===== src/lnsu_pkg.sv =====
// Shared types, constants and helper functions for the lattice neighbor step unit.
// Used by every module of the block; depends on nothing else.
package lnsu_pkg;

	localparam int MAX_DIMS          = 10;
	localparam int INDEX_BITS        = 31;
	localparam int MAX_CARPET_LEVELS = 7;
	localparam int SIDE_BITS         = 13;
	localparam int CHOICE_BITS       = 5;

	// Stride value that marks "reaches the index range".
	localparam logic [31:0] STRIDE_SAT = 32'h8000_0000;

	// Configuration register indexes.
	localparam logic [1:0] REG_SIDE = 2'd0;
	localparam logic [1:0] REG_DIMS = 2'd1;
	localparam logic [1:0] REG_WRAP = 2'd2;
	localparam logic [1:0] REG_GEOM = 2'd3;

	// Step status codes.
	localparam logic [1:0] ST_MOVED = 2'd0;
	localparam logic [1:0] ST_EDGE  = 2'd1;
	localparam logic [1:0] ST_HOLE  = 2'd2;

	// Powers of three that open each carpet scale.
	localparam logic [SIDE_BITS-1:0] POW3 [MAX_CARPET_LEVELS] =
		'{13'd3, 13'd9, 13'd27, 13'd81, 13'd243, 13'd729, 13'd2187};

	typedef logic [MAX_DIMS-1:0][SIDE_BITS-1:0] coords_t;

	// Transaction as it moves down the dimension cells.
	typedef struct packed {
		logic [INDEX_BITS-1:0]  site;
		logic [CHOICE_BITS-1:0] choice;
		logic [INDEX_BITS-1:0]  q;
		logic [31:0]            stride;
		coords_t                coords;
		logic [SIDE_BITS-1:0]   sel_digit;
		logic [31:0]            sel_stride;
		logic                   sat_any;
	} dim_item_t;

	// Transaction as it moves down the carpet cells.
	typedef struct packed {
		logic [INDEX_BITS-1:0] target;
		logic [1:0]            status;
		coords_t               coords;
		logic                  sat_any;
		logic                  hole;
	} carpet_item_t;

	typedef struct packed {
		logic [INDEX_BITS-1:0] q;
		logic [SIDE_BITS-1:0]  rem;
	} div_res_t;

	// Up to eight restoring division steps, most significant bit first.
	// Quotient bits replace the dividend bits in place.
	function automatic div_res_t div_slice(input logic [INDEX_BITS-1:0] q,
			input logic [SIDE_BITS-1:0] rem, input logic [SIDE_BITS-1:0] l,
			input logic [4:0] top, input logic [3:0] n);
		div_res_t r;
		logic [SIDE_BITS:0] r2;
		logic [4:0] idx;
		r.q = q;
		r.rem = rem;
		for (int i = 0; i < 8; i++) begin
			if (4'(i) < n) begin
				idx = top - 5'(i);
				r2 = {r.rem, r.q[idx]};
				if (r2 >= {1'b0, l}) begin
					r2 = r2 - {1'b0, l};
					r.q[idx] = 1'b1;
				end else begin
					r.q[idx] = 1'b0;
				end
				r.rem = r2[SIDE_BITS-1:0];
			end
		end
		return r;
	endfunction

	// Exact x / 3 for any 13-bit x, by reciprocal multiplication.
	function automatic logic [SIDE_BITS-1:0] div3(input logic [SIDE_BITS-1:0] x);
		logic [25:0] p;
		p = 26'(x) * 26'd2731;
		return p[25:13];
	endfunction

endpackage


===== src/lnsu_dim_cell.sv =====
// One dimension cell: four stages that divide the running quotient by the side
// length and record this dimension's coordinate and stride. Uses lnsu_pkg.
module lnsu_dim_cell import lnsu_pkg::*; (
	input  logic                 clk,
	input  logic                 arst_n,
	input  logic                 adv,
	input  logic [3:0]           cell_idx,
	input  logic [SIDE_BITS-1:0] side,
	input  logic [3:0]           dims,
	input  logic                 in_vld,
	input  dim_item_t            in_item,
	output logic                 out_vld,
	output dim_item_t            out_item
);

	dim_item_t item_s1, item_s2, item_s3, item_s4;
	dim_item_t n1, n2, n3, n4;
	logic [SIDE_BITS-1:0] rem_s1, rem_s2, rem_s3;
	logic [43:0] prod_s1;
	logic psat_s1;
	logic vld_s1, vld_s2, vld_s3, vld_s4;
	div_res_t d1, d2, d3, d4;

	always_comb begin
		d1 = div_slice(in_item.q, '0, side, 5'd30, 4'd8);
		n1 = in_item;
		n1.q = d1.q;
		if (in_item.choice[4:1] == cell_idx)
			n1.sel_stride = in_item.stride;
		if (cell_idx < dims && in_item.stride[31])
			n1.sat_any = 1'b1;

		d2 = div_slice(item_s1.q, rem_s1, side, 5'd22, 4'd8);
		n2 = item_s1;
		n2.q = d2.q;
		// Next stride saturates once it reaches the index range.
		if (psat_s1 || prod_s1 >= 44'(STRIDE_SAT))
			n2.stride = STRIDE_SAT;
		else
			n2.stride = prod_s1[31:0];

		d3 = div_slice(item_s2.q, rem_s2, side, 5'd14, 4'd8);
		n3 = item_s2;
		n3.q = d3.q;

		d4 = div_slice(item_s3.q, rem_s3, side, 5'd6, 4'd7);
		n4 = item_s3;
		n4.q = d4.q;
		n4.coords[cell_idx] = d4.rem;
		if (item_s3.choice[4:1] == cell_idx)
			n4.sel_digit = d4.rem;
	end

	always_ff @(posedge clk or negedge arst_n) begin
		if (!arst_n) begin
			vld_s1 <= 1'b0;
			vld_s2 <= 1'b0;
			vld_s3 <= 1'b0;
			vld_s4 <= 1'b0;
		end else if (adv) begin
			vld_s1 <= in_vld;
			vld_s2 <= vld_s1;
			vld_s3 <= vld_s2;
			vld_s4 <= vld_s3;
		end
	end

	always_ff @(posedge clk) begin
		if (adv) begin
			item_s1 <= n1;
			rem_s1  <= d1.rem;
			prod_s1 <= 44'(in_item.stride[30:0]) * 44'(side);
			psat_s1 <= in_item.stride[31];
			item_s2 <= n2;
			rem_s2  <= d2.rem;
			item_s3 <= n3;
			rem_s3  <= d3.rem;
			item_s4 <= n4;
		end
	end

	assign out_vld  = vld_s4;
	assign out_item = item_s4;

endmodule


===== config.mk =====
export PLATFORM = sky130hd
export DESIGN_NAME = lnsu_dim_cell
export DESIGN_NICKNAME = d
export VERILOG_FILES = /design/src/lnsu_pkg.sv /design/src/lnsu_dim_cell.sv
export SDC_FILE = /design/constraint.sdc
export NUM_CORES = 2
export LEC_CHECK = 0
export ABC_AREA = 1
export BUFFER_PORTS_ARGS = -buffer_cell sky130_fd_sc_hd__buf_2
export CAP_MARGIN = 20
export CORE_UTILIZATION = 65
export DETAILED_ROUTE_END_ITERATION = 10
export PLACE_DENSITY = 0.92
export SKIP_CTS_REPAIR_TIMING = 1
export SLEW_MARGIN = 20
export SYNTH_ARGS = -nofsm -noshare
export SYNTH_HDL_FRONTEND = slang
export SYNTH_SLANG_ARGS = --single-unit

===== constraint.sdc =====
create_clock -name clk -period 22.4 [get_ports clk]
set_input_delay 1.12 -clock clk [delete_from_list [all_inputs] [get_ports clk]]
set_output_delay 1.12 -clock clk [all_outputs]
set_load 0.005 [all_outputs]

==> impl_metrics.csv <==
group,metric,value,unit
status,status,"finished clean",
layout,fin_util,72.9,%
sta,skew,85.1,ps
die,pin_count,576,
synthesis,synth_most_common_cell,"nand2_1",
routing,finalWirelength,211,mm
synthesis,ys_seq_elements,1156,
global_routing,grt_usage,36.7,%
sta,slew_viol_final,0,
clock_network,cts_made_buffers,111,
global_routing,grt_antenna_before_repair,37,
routing,wl_met1,74.8,mm
die,rows,122,
routing,drtAntennaViolNets,0,
sta,max_freq,52.3,MHz
routing,wl_met2,97.8,mm
synthesis,ys_warn_count,0,
synthesis,synthTopCellsByCount,"nand2_1 (1,935), edfxtp_1 (1,152), inv_1 (1,007), ha_1 (484), a21oi_1 (373)",
critical_path,cpMostUsedCell,"nand2_1",
critical_path,cp-end-kind,"register",
critical_path,crit_type,"in2reg",
layout,fin_area,80900,um2
sta,finalSetupTns,0,ps
clock_network,htree_levels,3,
critical_path,worstPathMaxFanout,33,
routing,first_pass_iters,7,
sta,finalHoldViolations,0,
synthesis,netlist.area_leader.share,47.4,%
routing,drc,0,
critical_path,startpoint_type,"primary input",
routing,drtIter0Drc,6662,
layout,fillers,7356,
clock_network,tritoncts,"yes",
die,coreArea,111000,um2
routing,via_per_inst,5.99,
clock_network,insertion_delay,770,ps
layout,drive_gt1_share,12.8,%
routing,num_vias,56600,
sta,fin_crit,19130,ps
placement,placed_cell_area,77300,um2
clock_network,clk_root_buffer_cell,"clkbuf_16",
placement,gp_congestion,0.962,
sta,maxSlewHeadroom,17.9,%
critical_path,cpMaxStageDelayCell,"nand2_1",
layout,nets,8975,
clock_network,cts_buffer_depth,3,
flow_run,cap_violations,0,
synthesis,yosysSeqAreaShare,47.5,%
routing,met3_length,23.3,mm
routing,routedWlPerCell,22.4,um
synthesis,synthDistinctLibCells,61,
sta,tightest_slew,1230,ps
die,die_h,337,um
critical_path,max_stage_delay,780,ps
placement,portBuffers,575,
sta,period_share,85.4,%
synthesis,async_flop_share,0.346,%
synthesis,ys.flop_type,"edfxtp_1",
clock_network,clock_sinks,1156,
critical_path,required,22900,ps
sta,setup-violations-final,0,
sta,grt_setup_unrepaired,"false",
placement,dp_hpwl,147,mm
layout,area_growth,10.8,%
clock_network,cts.clk_slew.worst_paths,70,ps
synthesis,synth_edf_count,1152,
synthesis,postSynthAreaPerCell,10.0,um2
synthesis,netlist_instances,7280,
routing,top_layer,"met5",
global_routing,grt_pass1_wl,315,mm
synthesis,synth_area_leaders,"edfxtp_1 (47%), nand2_1 (9.9%), fa_1 (9.6%)",
global_routing,grt_max_degree,205,
placement,post-place-cells,9217,
synthesis,synth_area,73100,um2
die,dieArea,114000,um2
min_path,min_path_type,"in2async",
synthesis,synth_fp_nets,8413,
die,start_util,65.8,%
die,fp.dieW,337,um
layout,instances_no_fill,9455,
synthesis,yosysTopAreaCell,"edfxtp_1",
global_routing,first_global_vias,56700,
global_routing,overflow,0,
critical_path,arrival,19620,ps
[per-stage QoR]
stage,setup slack [ps],hold WS (ps)
2_1_floorplan,6080,400
3_3_place_gp,3280,400
3_5_place_dp,3130,405
4_1_cts,3720,155
5_1_grt,1680,167
6_report,3270,184
[worst max-delay path: cells and delay by family]
| family | cells | cell delay (ps) |
|---|---|---|
| adder cells (fa/ha/maj) | 7 | 2670 |
| AND/OR/NAND/NOR | 35 | 6300 |
| buffers and inverters | 15 | 2660 |
| AO/OA/AOI/OAI | 29 | 6760 |
[flip-flops by register name, summed over array words and instances (netlist names)]
register and cells:
rem_s2 13, rem_s1 13, d2 23, out_vld 1, vld_s2 1, item_s2 252, prod_s1 44, psat_s1 1
rem_s3 13, item_s3 251, item_s1 220, out_item 275, d4 24, vld_s3 1, d3 23, vld_s1 1
[placed cells by master, fill, tap and decap left out, types with 14 or more instances in the layout]
cell type,n
a21o_1,22
a21oi_1,373
a31oi_1,19
buf_2,573
buf_4,57
clkbuf_1,20
clkbuf_16,111
clkinv_1,32
clkinv_2,16
diode_2,32
edfxtp_1,1152
fa_1,349
ha_1,484
inv_1,1006
inv_2,24
mux2_2,33
nand2_1,1935
nand2_2,57
nand3_1,305
nand3_2,24
nand3_4,18
nand4_1,56
nor2_1,312
nor2_2,16
nor3_1,25
o2111ai_1,19
o21a_1,24
o21ai_0,263
o21ai_1,51
o21ai_2,14
o21bai_1,36
o221ai_1,18
xnor2_1,140
xor2_1,210
[layer usage]
metal / vias to the layer above / global-route usage (%)
met1: 26400 / 45.5
met4: 14 / 22.7
met3: 1055 / 7.63
met5: - / 0
met2: 3862 / 59.1
li1: 25300 / -
[area by class of cell]
cell class | instances | area [um2] | share of cell area (%)
diodes | 32 | 80.1 | 0.0989
clock buffers | 131 | 2850 | 3.52
clock inverters | 75 | 733 | 0.906
inverters | 1032 | 3880 | 4.79
multi-input cells | 4907 | 33500 | 41.4
flip-flops and latches | 1156 | 34700 | 42.9
well taps | 1488 | 1860 | 2.30
repair buffers | 634 | 3370 | 4.16
[cells by family (layout without fill, tap and decap cells)]
group / after synthesis / count (layout) / synth area share, %
multiplexers: 33 / 33 / 0.509
AND/OR/NAND/NOR: 2805 / 2805 / 16.4
adder cells (fa/ha/maj): 833 / 833 / 17.9
other: 0 / 32 / 0
AO/OA/AOI/OAI: 886 / 886 / 6.87
flip-flops: 1156 / 1156 / 47.5
XOR/XNOR: 350 / 350 / 4.20
buffers and inverters: 1217 / 1872 / 6.70
[path summary, 6_finish.rpt]
check,end,from,cells past startpoint,slack (ps)
max reg2reg,out_item[175],item_s3[214],82,4520
min,vld_s1,arst_n,1,180
max,out_item[175],side[7],86,3270
min reg2reg,item_s2[168],item_s1[168],0,390
max in group asynchronous,vld_s3,arst_n,1,22090
min in group clk,item_s2[168],item_s1[168],0,390
Power is not shown: default switching activity piles up to over one toggle a cycle in this logic, so the estimate is an artifact.
