<file path="src/lnsu_pkg.sv">
// Shared types, constants and helper functions for the lattice neighbor step unit.
// Used by every module of the block; depends on nothing else.
package lnsu_pkg;

	localparam int MAX_DIMS          = 10;
	localparam int INDEX_BITS        = 31;
	localparam int MAX_CARPET_LEVELS = 7;
	localparam int SIDE_BITS         = 13;
	localparam int CHOICE_BITS       = 5;

	// Stride value that marks "reaches the index range".
	localparam logic [31:0] STRIDE_SAT = 32'h8000_0000;

	// Configuration register indexes.
	localparam logic [1:0] REG_SIDE = 2'd0;
	localparam logic [1:0] REG_DIMS = 2'd1;
	localparam logic [1:0] REG_WRAP = 2'd2;
	localparam logic [1:0] REG_GEOM = 2'd3;

	// Step status codes.
	localparam logic [1:0] ST_MOVED = 2'd0;
	localparam logic [1:0] ST_EDGE  = 2'd1;
	localparam logic [1:0] ST_HOLE  = 2'd2;

	// Powers of three that open each carpet scale.
	localparam logic [SIDE_BITS-1:0] POW3 [MAX_CARPET_LEVELS] =
		'{13'd3, 13'd9, 13'd27, 13'd81, 13'd243, 13'd729, 13'd2187};

	typedef logic [MAX_DIMS-1:0][SIDE_BITS-1:0] coords_t;

	// Transaction as it moves down the dimension cells.
	typedef struct packed {
		logic [INDEX_BITS-1:0]  site;
		logic [CHOICE_BITS-1:0] choice;
		logic [INDEX_BITS-1:0]  q;
		logic [31:0]            stride;
		coords_t                coords;
		logic [SIDE_BITS-1:0]   sel_digit;
		logic [31:0]            sel_stride;
		logic                   sat_any;
	} dim_item_t;

	// Transaction as it moves down the carpet cells.
	typedef struct packed {
		logic [INDEX_BITS-1:0] target;
		logic [1:0]            status;
		coords_t               coords;
		logic                  sat_any;
		logic                  hole;
	} carpet_item_t;

	typedef struct packed {
		logic [INDEX_BITS-1:0] q;
		logic [SIDE_BITS-1:0]  rem;
	} div_res_t;

	// Up to eight restoring division steps, most significant bit first.
	// Quotient bits replace the dividend bits in place.
	function automatic div_res_t div_slice(input logic [INDEX_BITS-1:0] q,
			input logic [SIDE_BITS-1:0] rem, input logic [SIDE_BITS-1:0] l,
			input logic [4:0] top, input logic [3:0] n);
		div_res_t r;
		logic [SIDE_BITS:0] r2;
		logic [4:0] idx;
		r.q = q;
		r.rem = rem;
		for (int i = 0; i < 8; i++) begin
			if (4'(i) < n) begin
				idx = top - 5'(i);
				r2 = {r.rem, r.q[idx]};
				if (r2 >= {1'b0, l}) begin
					r2 = r2 - {1'b0, l};
					r.q[idx] = 1'b1;
				end else begin
					r.q[idx] = 1'b0;
				end
				r.rem = r2[SIDE_BITS-1:0];
			end
		end
		return r;
	endfunction

	// Exact x / 3 for any 13-bit x, by reciprocal multiplication.
	function automatic logic [SIDE_BITS-1:0] div3(input logic [SIDE_BITS-1:0] x);
		logic [25:0] p;
		p = 26'(x) * 26'd2731;
		return p[25:13];
	endfunction

endpackage

</file>
<file path="src/lnsu_move_unit.sv">
// Move unit: decides edge crossing and wrap, forms the target index and the
// target coordinates over two stages. Uses lnsu_pkg.
module lnsu_move_unit import lnsu_pkg::*; (
	input  logic                 clk,
	input  logic                 arst_n,
	input  logic                 adv,
	input  logic [SIDE_BITS-1:0] side,
	input  logic [3:0]           dims,
	input  logic [19:0]          wrap_mask,
	input  logic                 in_vld,
	input  dim_item_t            in_item,
	output logic                 out_vld,
	output carpet_item_t         out_item
);

	dim_item_t item_s1;
	logic [43:0] mult_s1;
	logic plus_s1, edge_s1, blocked_s1, vld_s1, vld_s2;
	carpet_item_t item_s2;

	logic [3:0] dim;
	logic plus, at_edge, wrap, blocked;
	logic [19:0] wrap_bits;
	logic [SIDE_BITS-1:0] side_m1, new_digit;
	dim_item_t n1;
	logic [44:0] target;
	carpet_item_t n2;

	always_comb begin
		dim = in_item.choice[4:1];
		plus = in_item.choice[0];
		side_m1 = side - 13'd1;
		at_edge = plus ? (in_item.sel_digit == side_m1) : (in_item.sel_digit == '0);
		wrap_bits = wrap_mask >> in_item.choice;
		wrap = wrap_bits[0];
		blocked = (dim >= dims) || in_item.sel_stride[31] || (at_edge && !wrap);
		if (plus)
			new_digit = at_edge ? '0 : in_item.sel_digit + 13'd1;
		else
			new_digit = at_edge ? side_m1 : in_item.sel_digit - 13'd1;
		n1 = in_item;
		if (dim < 4'(MAX_DIMS))
			n1.coords[dim] = new_digit;
	end

	always_comb begin
		if (edge_s1)
			target = plus_s1 ? 45'(item_s1.site) - 45'(mult_s1)
			                 : 45'(item_s1.site) + 45'(mult_s1);
		else
			target = plus_s1 ? 45'(item_s1.site) + 45'(item_s1.sel_stride)
			                 : 45'(item_s1.site) - 45'(item_s1.sel_stride);
		n2.target  = target[INDEX_BITS-1:0];
		n2.status  = (blocked_s1 || target >= 45'(STRIDE_SAT)) ? ST_EDGE : ST_MOVED;
		n2.coords  = item_s1.coords;
		n2.sat_any = item_s1.sat_any;
		n2.hole    = 1'b0;
	end

	always_ff @(posedge clk or negedge arst_n) begin
		if (!arst_n) begin
			vld_s1 <= 1'b0;
			vld_s2 <= 1'b0;
		end else if (adv) begin
			vld_s1 <= in_vld;
			vld_s2 <= vld_s1;
		end
	end

	always_ff @(posedge clk) begin
		if (adv) begin
			item_s1    <= n1;
			mult_s1    <= 44'(in_item.sel_stride[30:0]) * 44'(side_m1);
			plus_s1    <= plus;
			edge_s1    <= at_edge;
			blocked_s1 <= blocked;
			item_s2    <= n2;
		end
	end

	assign out_vld  = vld_s2;
	assign out_item = item_s2;

endmodule

</file>
<file path="config.mk">
export PLATFORM = sky130hd
export DESIGN_NAME = lnsu_move_unit
export DESIGN_NICKNAME = d
export VERILOG_FILES = /design/src/lnsu_pkg.sv /design/src/lnsu_move_unit.sv
export SDC_FILE = /design/constraint.sdc
export NUM_CORES = 2
export LEC_CHECK = 0
export BUFFER_PORTS_ARGS = -buffer_cell sky130_fd_sc_hd__buf_2
export CORE_AREA = 2 2 261 456
export DETAILED_ROUTE_END_ITERATION = 10
export DIE_AREA = 0 0 263 458
export GPL_TIMING_DRIVEN = 0
export HOLD_SLACK_MARGIN = 0.1
export PLACE_DENSITY = 0.58
export SYNTH_ARGS = -nofsm -noshare
export SYNTH_HDL_FRONTEND = slang
export SYNTH_SLANG_ARGS = --single-unit
</file>
<file path="constraint.sdc">
create_clock -name clk -period 6.38 [get_ports clk]
set_clock_uncertainty 0.1 [all_clocks]
set_input_delay 1.595 -clock clk [delete_from_list [all_inputs] [get_ports clk]]
set_output_delay 1.595 -clock clk [all_outputs]
set_load 0.02 [all_outputs]
</file>
==> metrics.md <==
| Metric | Value |
|---|---|
| CP dominant cell by count | `fa_1` |
| Synth Instances | `3313` |
| DRC | `0` |
| Ports | `482` |
| Routed vias | `26400` |
| GRT overflow | `0` |
| Initial Util | `0.288` |
| DP Wirelength | `98.0 mm` |
| Share of layout cells above drive strength 1 | `0.208` |
| Crit path max fanout | `10` |
| CTS buffer count | `37` |
| Critical Path Max Stage Delay | `570 ps` |
| Period utilization | `1.34` |
| Final core utilization | `0.352` |
| Sequential fraction of the synthesis area | `0.362` |
| Yosys warnings | `0` |
| Synth area leader | `edfxtp_1` |
| Crit end category | `register` |
| Most frequent cells in the layout | `nand2_1, inv_1, buf_2, edfxtp_1, fa_1` |
| Library cells used by synthesis | `93` |
| Nets@finish | `4688` |
| Slowest cell on crit path | `fa_1` |
| Fmax | `117 MHz` |
| Area of the core | `117000 um^2` |
| Synth area leaders | `edfxtp_1, fa_1, ha_1` |
| Die height | `458 um` |
| Commonest non-fill, non-tap cell in the layout | `nand2_1` |
| RSZ-0062 raised after global routing | `true` |
| TritonCTS clock tree | `built` |
| First-pass GRT wire length | `170 mm` |
| Status | `finished with violations` |
| Peak supply drop | `0.512 mV` |
| Total track usage | `0.191` |
| Total Neg Setup Slack | `-44590 ps` |
| Overall power | `22.7 mW` |
| Non-Filler Instances | `5404` |
| DRT iter0 DRCs | `1880` |
| Failing checks | `negative setup slack` |
| Area growth from synthesis to layout | `22.2%` |
| Post-synthesis cell area | `33600 um^2` |
| Final Hold Viols | `0` |
| Clk sink count | `406` |
| Final setup viols | `32` |
| Slew HR | `0.153` |
| Vias per cell | `4.88` |
| Crit path DAT | `8760 ps` |
| Cell Pwr Density | `552 nW/um^2` |
| EDFF count, synth | `404` |
| Vias in the first global route | `27300` |
| Die X | `263 um` |
| Clk root buf | `clkbuf_16` |
| 1st-pass router iterations | `5` |
| Max-cap violation count | `0` |
| Worst hold margin | `304 ps` |
| Ys async rst share | `0.00493` |
| # placed instances | `5239` |
| Routability cong. | `0.956` |
| Antenna violations before repair | `14` |
| CP Launch Type | `primary input` |
| Port bufs | `407` |
| Placement Rows | `166` |
| Post-layout minimum cycle time | `8540 ps` |
| Largest net degree at the start of global routing | `127` |
| WL final | `118 mm` |
| Critical path type | `in -> reg` |
| Class of the worst hold path | `reg -> reg` |
| CP required | `6600 ps` |
| Clk buf depth | `3` |
| Post-route ant nets | `0` |
| Routed len/inst | `21.9 um` |
| Worst-margin pin slew | `1260 ps` |
| Clk slew on worst S/H paths | `70 ps` |
| Flops & latches, synth | `406` |
| H-tree depth | `2` |
| Leakage | `17.8 nW` |
| Final WS setup | `-2160 ps` |
| Worst-Skew Late Latency | `580 ps` |
| Die Footprint | `120000 um^2` |
| Max-slew violation count | `0` |
| Syn Area/Cell | `10.2 um^2` |
| Share of the synthesized area in the top cell type | `0.361` |
| CTS Hold Bufs | `0` |
| Post-synth top flop | `edfxtp_1` |
-- through the flow --
stage | instance area [um^2] | setup slack (ps)
after global placement | 37900 | -4180
after CTS | 40300 | -2230
after global routing | 41100 | -2240
final | 41100 | -2160
after detailed placement | 38100 | -4090
after floorplan | 34000 | -2110
-- registers in the layout (all words and copies together), names as in the netlist --
name        count
plus_s1         1
edge_s1         1
item_s1       194
vld_s1          1
blocked_s1      1
out_item      163
mult_s1        44
out_vld         1
-- layer usage --
metal,share of wire,GRT usage,vias up
li1,-,-,12100
met5,0.00041,0,-
met4,0.080,0.129,10
met1,0.34,0.189,12900
met3,0.049,0.0226,284
met2,0.53,0.368,984
-- cell type report --
| cell class | count | area (um^2) |
|---|---|---|
| fill | 11700 | 75600 |
| multi-input combinational | 2321 | 20300 |
| sequential | 406 | 12200 |
| timing repair buffer | 514 | 3120 |
| tap | 1512 | 1890 |
| inverter | 430 | 1630 |
| clock buffer | 41 | 941 |
| buffer | 150 | 833 |
| clock inverter | 25 | 260 |
| antenna | 5 | 12.5 |
-- cells by family after synthesis --
logic type	synth area share
AO/OA/AOI/OAI	0.113
XOR/XNOR	0.0448
buffers and inverters	0.0680
multiplexers	0.00740
AND/OR/NAND/NOR	0.143
flip-flops	0.362
adder cells (fa/ha/maj)	0.262
other	0.000111
-- synth_stat cells (13+ instances only) --
| cell type | number |
|---|---|
| o21ai_0 | 218 |
| a21oi_1 | 163 |
| a21o_1 | 48 |
| and2_1 | 116 |
| nor4_1 | 15 |
| xor2_1 | 44 |
| nor2_1 | 144 |
| nand2_1 | 463 |
| ha_1 | 190 |
| nand3_1 | 34 |
| nor3_1 | 46 |
| xnor2_1 | 123 |
| nand4_1 | 13 |
| nand2b_1 | 53 |
| o31ai_1 | 17 |
| nor2b_1 | 54 |
| edfxtp_1 | 404 |
| inv_1 | 430 |
| a31oi_1 | 21 |
| a211oi_1 | 16 |
| o211ai_1 | 16 |
| clkbuf_1 | 138 |
| o21a_1 | 20 |
| fa_1 | 322 |
| o21bai_1 | 22 |
-- worst max-delay path: cells and delay by family --
kind | cells | cell delay, ps
and+or+nand+nor | 5 | 1050
adders and majority gates | 7 | 2960
buffers and inverters | 8 | 910
xor gates and xnor gates | 2 | 470
AOI/OAI and AO/OA | 8 | 1750
-- path summary, 6_finish.rpt --
path	endpoint	slack (ps)	cells after the start	start
worst min register to register	out_item[66]	300	0	item_s1[110]
worst min-delay path	out_item[66]	300	0	item_s1[110]
min in group asynchronous	out_vld	710	1	arst_n
worst max register to register	out_item[132]	220	17	plus_s1
worst max-delay path	mult_s1[43]	-2160	30	side[0]
max in group asynchronous	vld_s1	5370	1	arst_n
-- report_power, final --
| group | internal [mW] | leakage, nW | switching (mW) |
|---|---|---|---|
| registers | 3.88 | 3.97 | 0.274 |
| clock network | 1.24 | 0.583 | 1.04 |
| logic | 7.54 | 13.2 | 8.74 |
-- what timing repair did --
action	4_1_cts	5_1_grt
gates resized for setup	116	144
cloned	1	1
buffers inserted	69	33
pin swaps	56	90
setup endpoints to repair	56	35
Power figures use the tool's default switching activity.
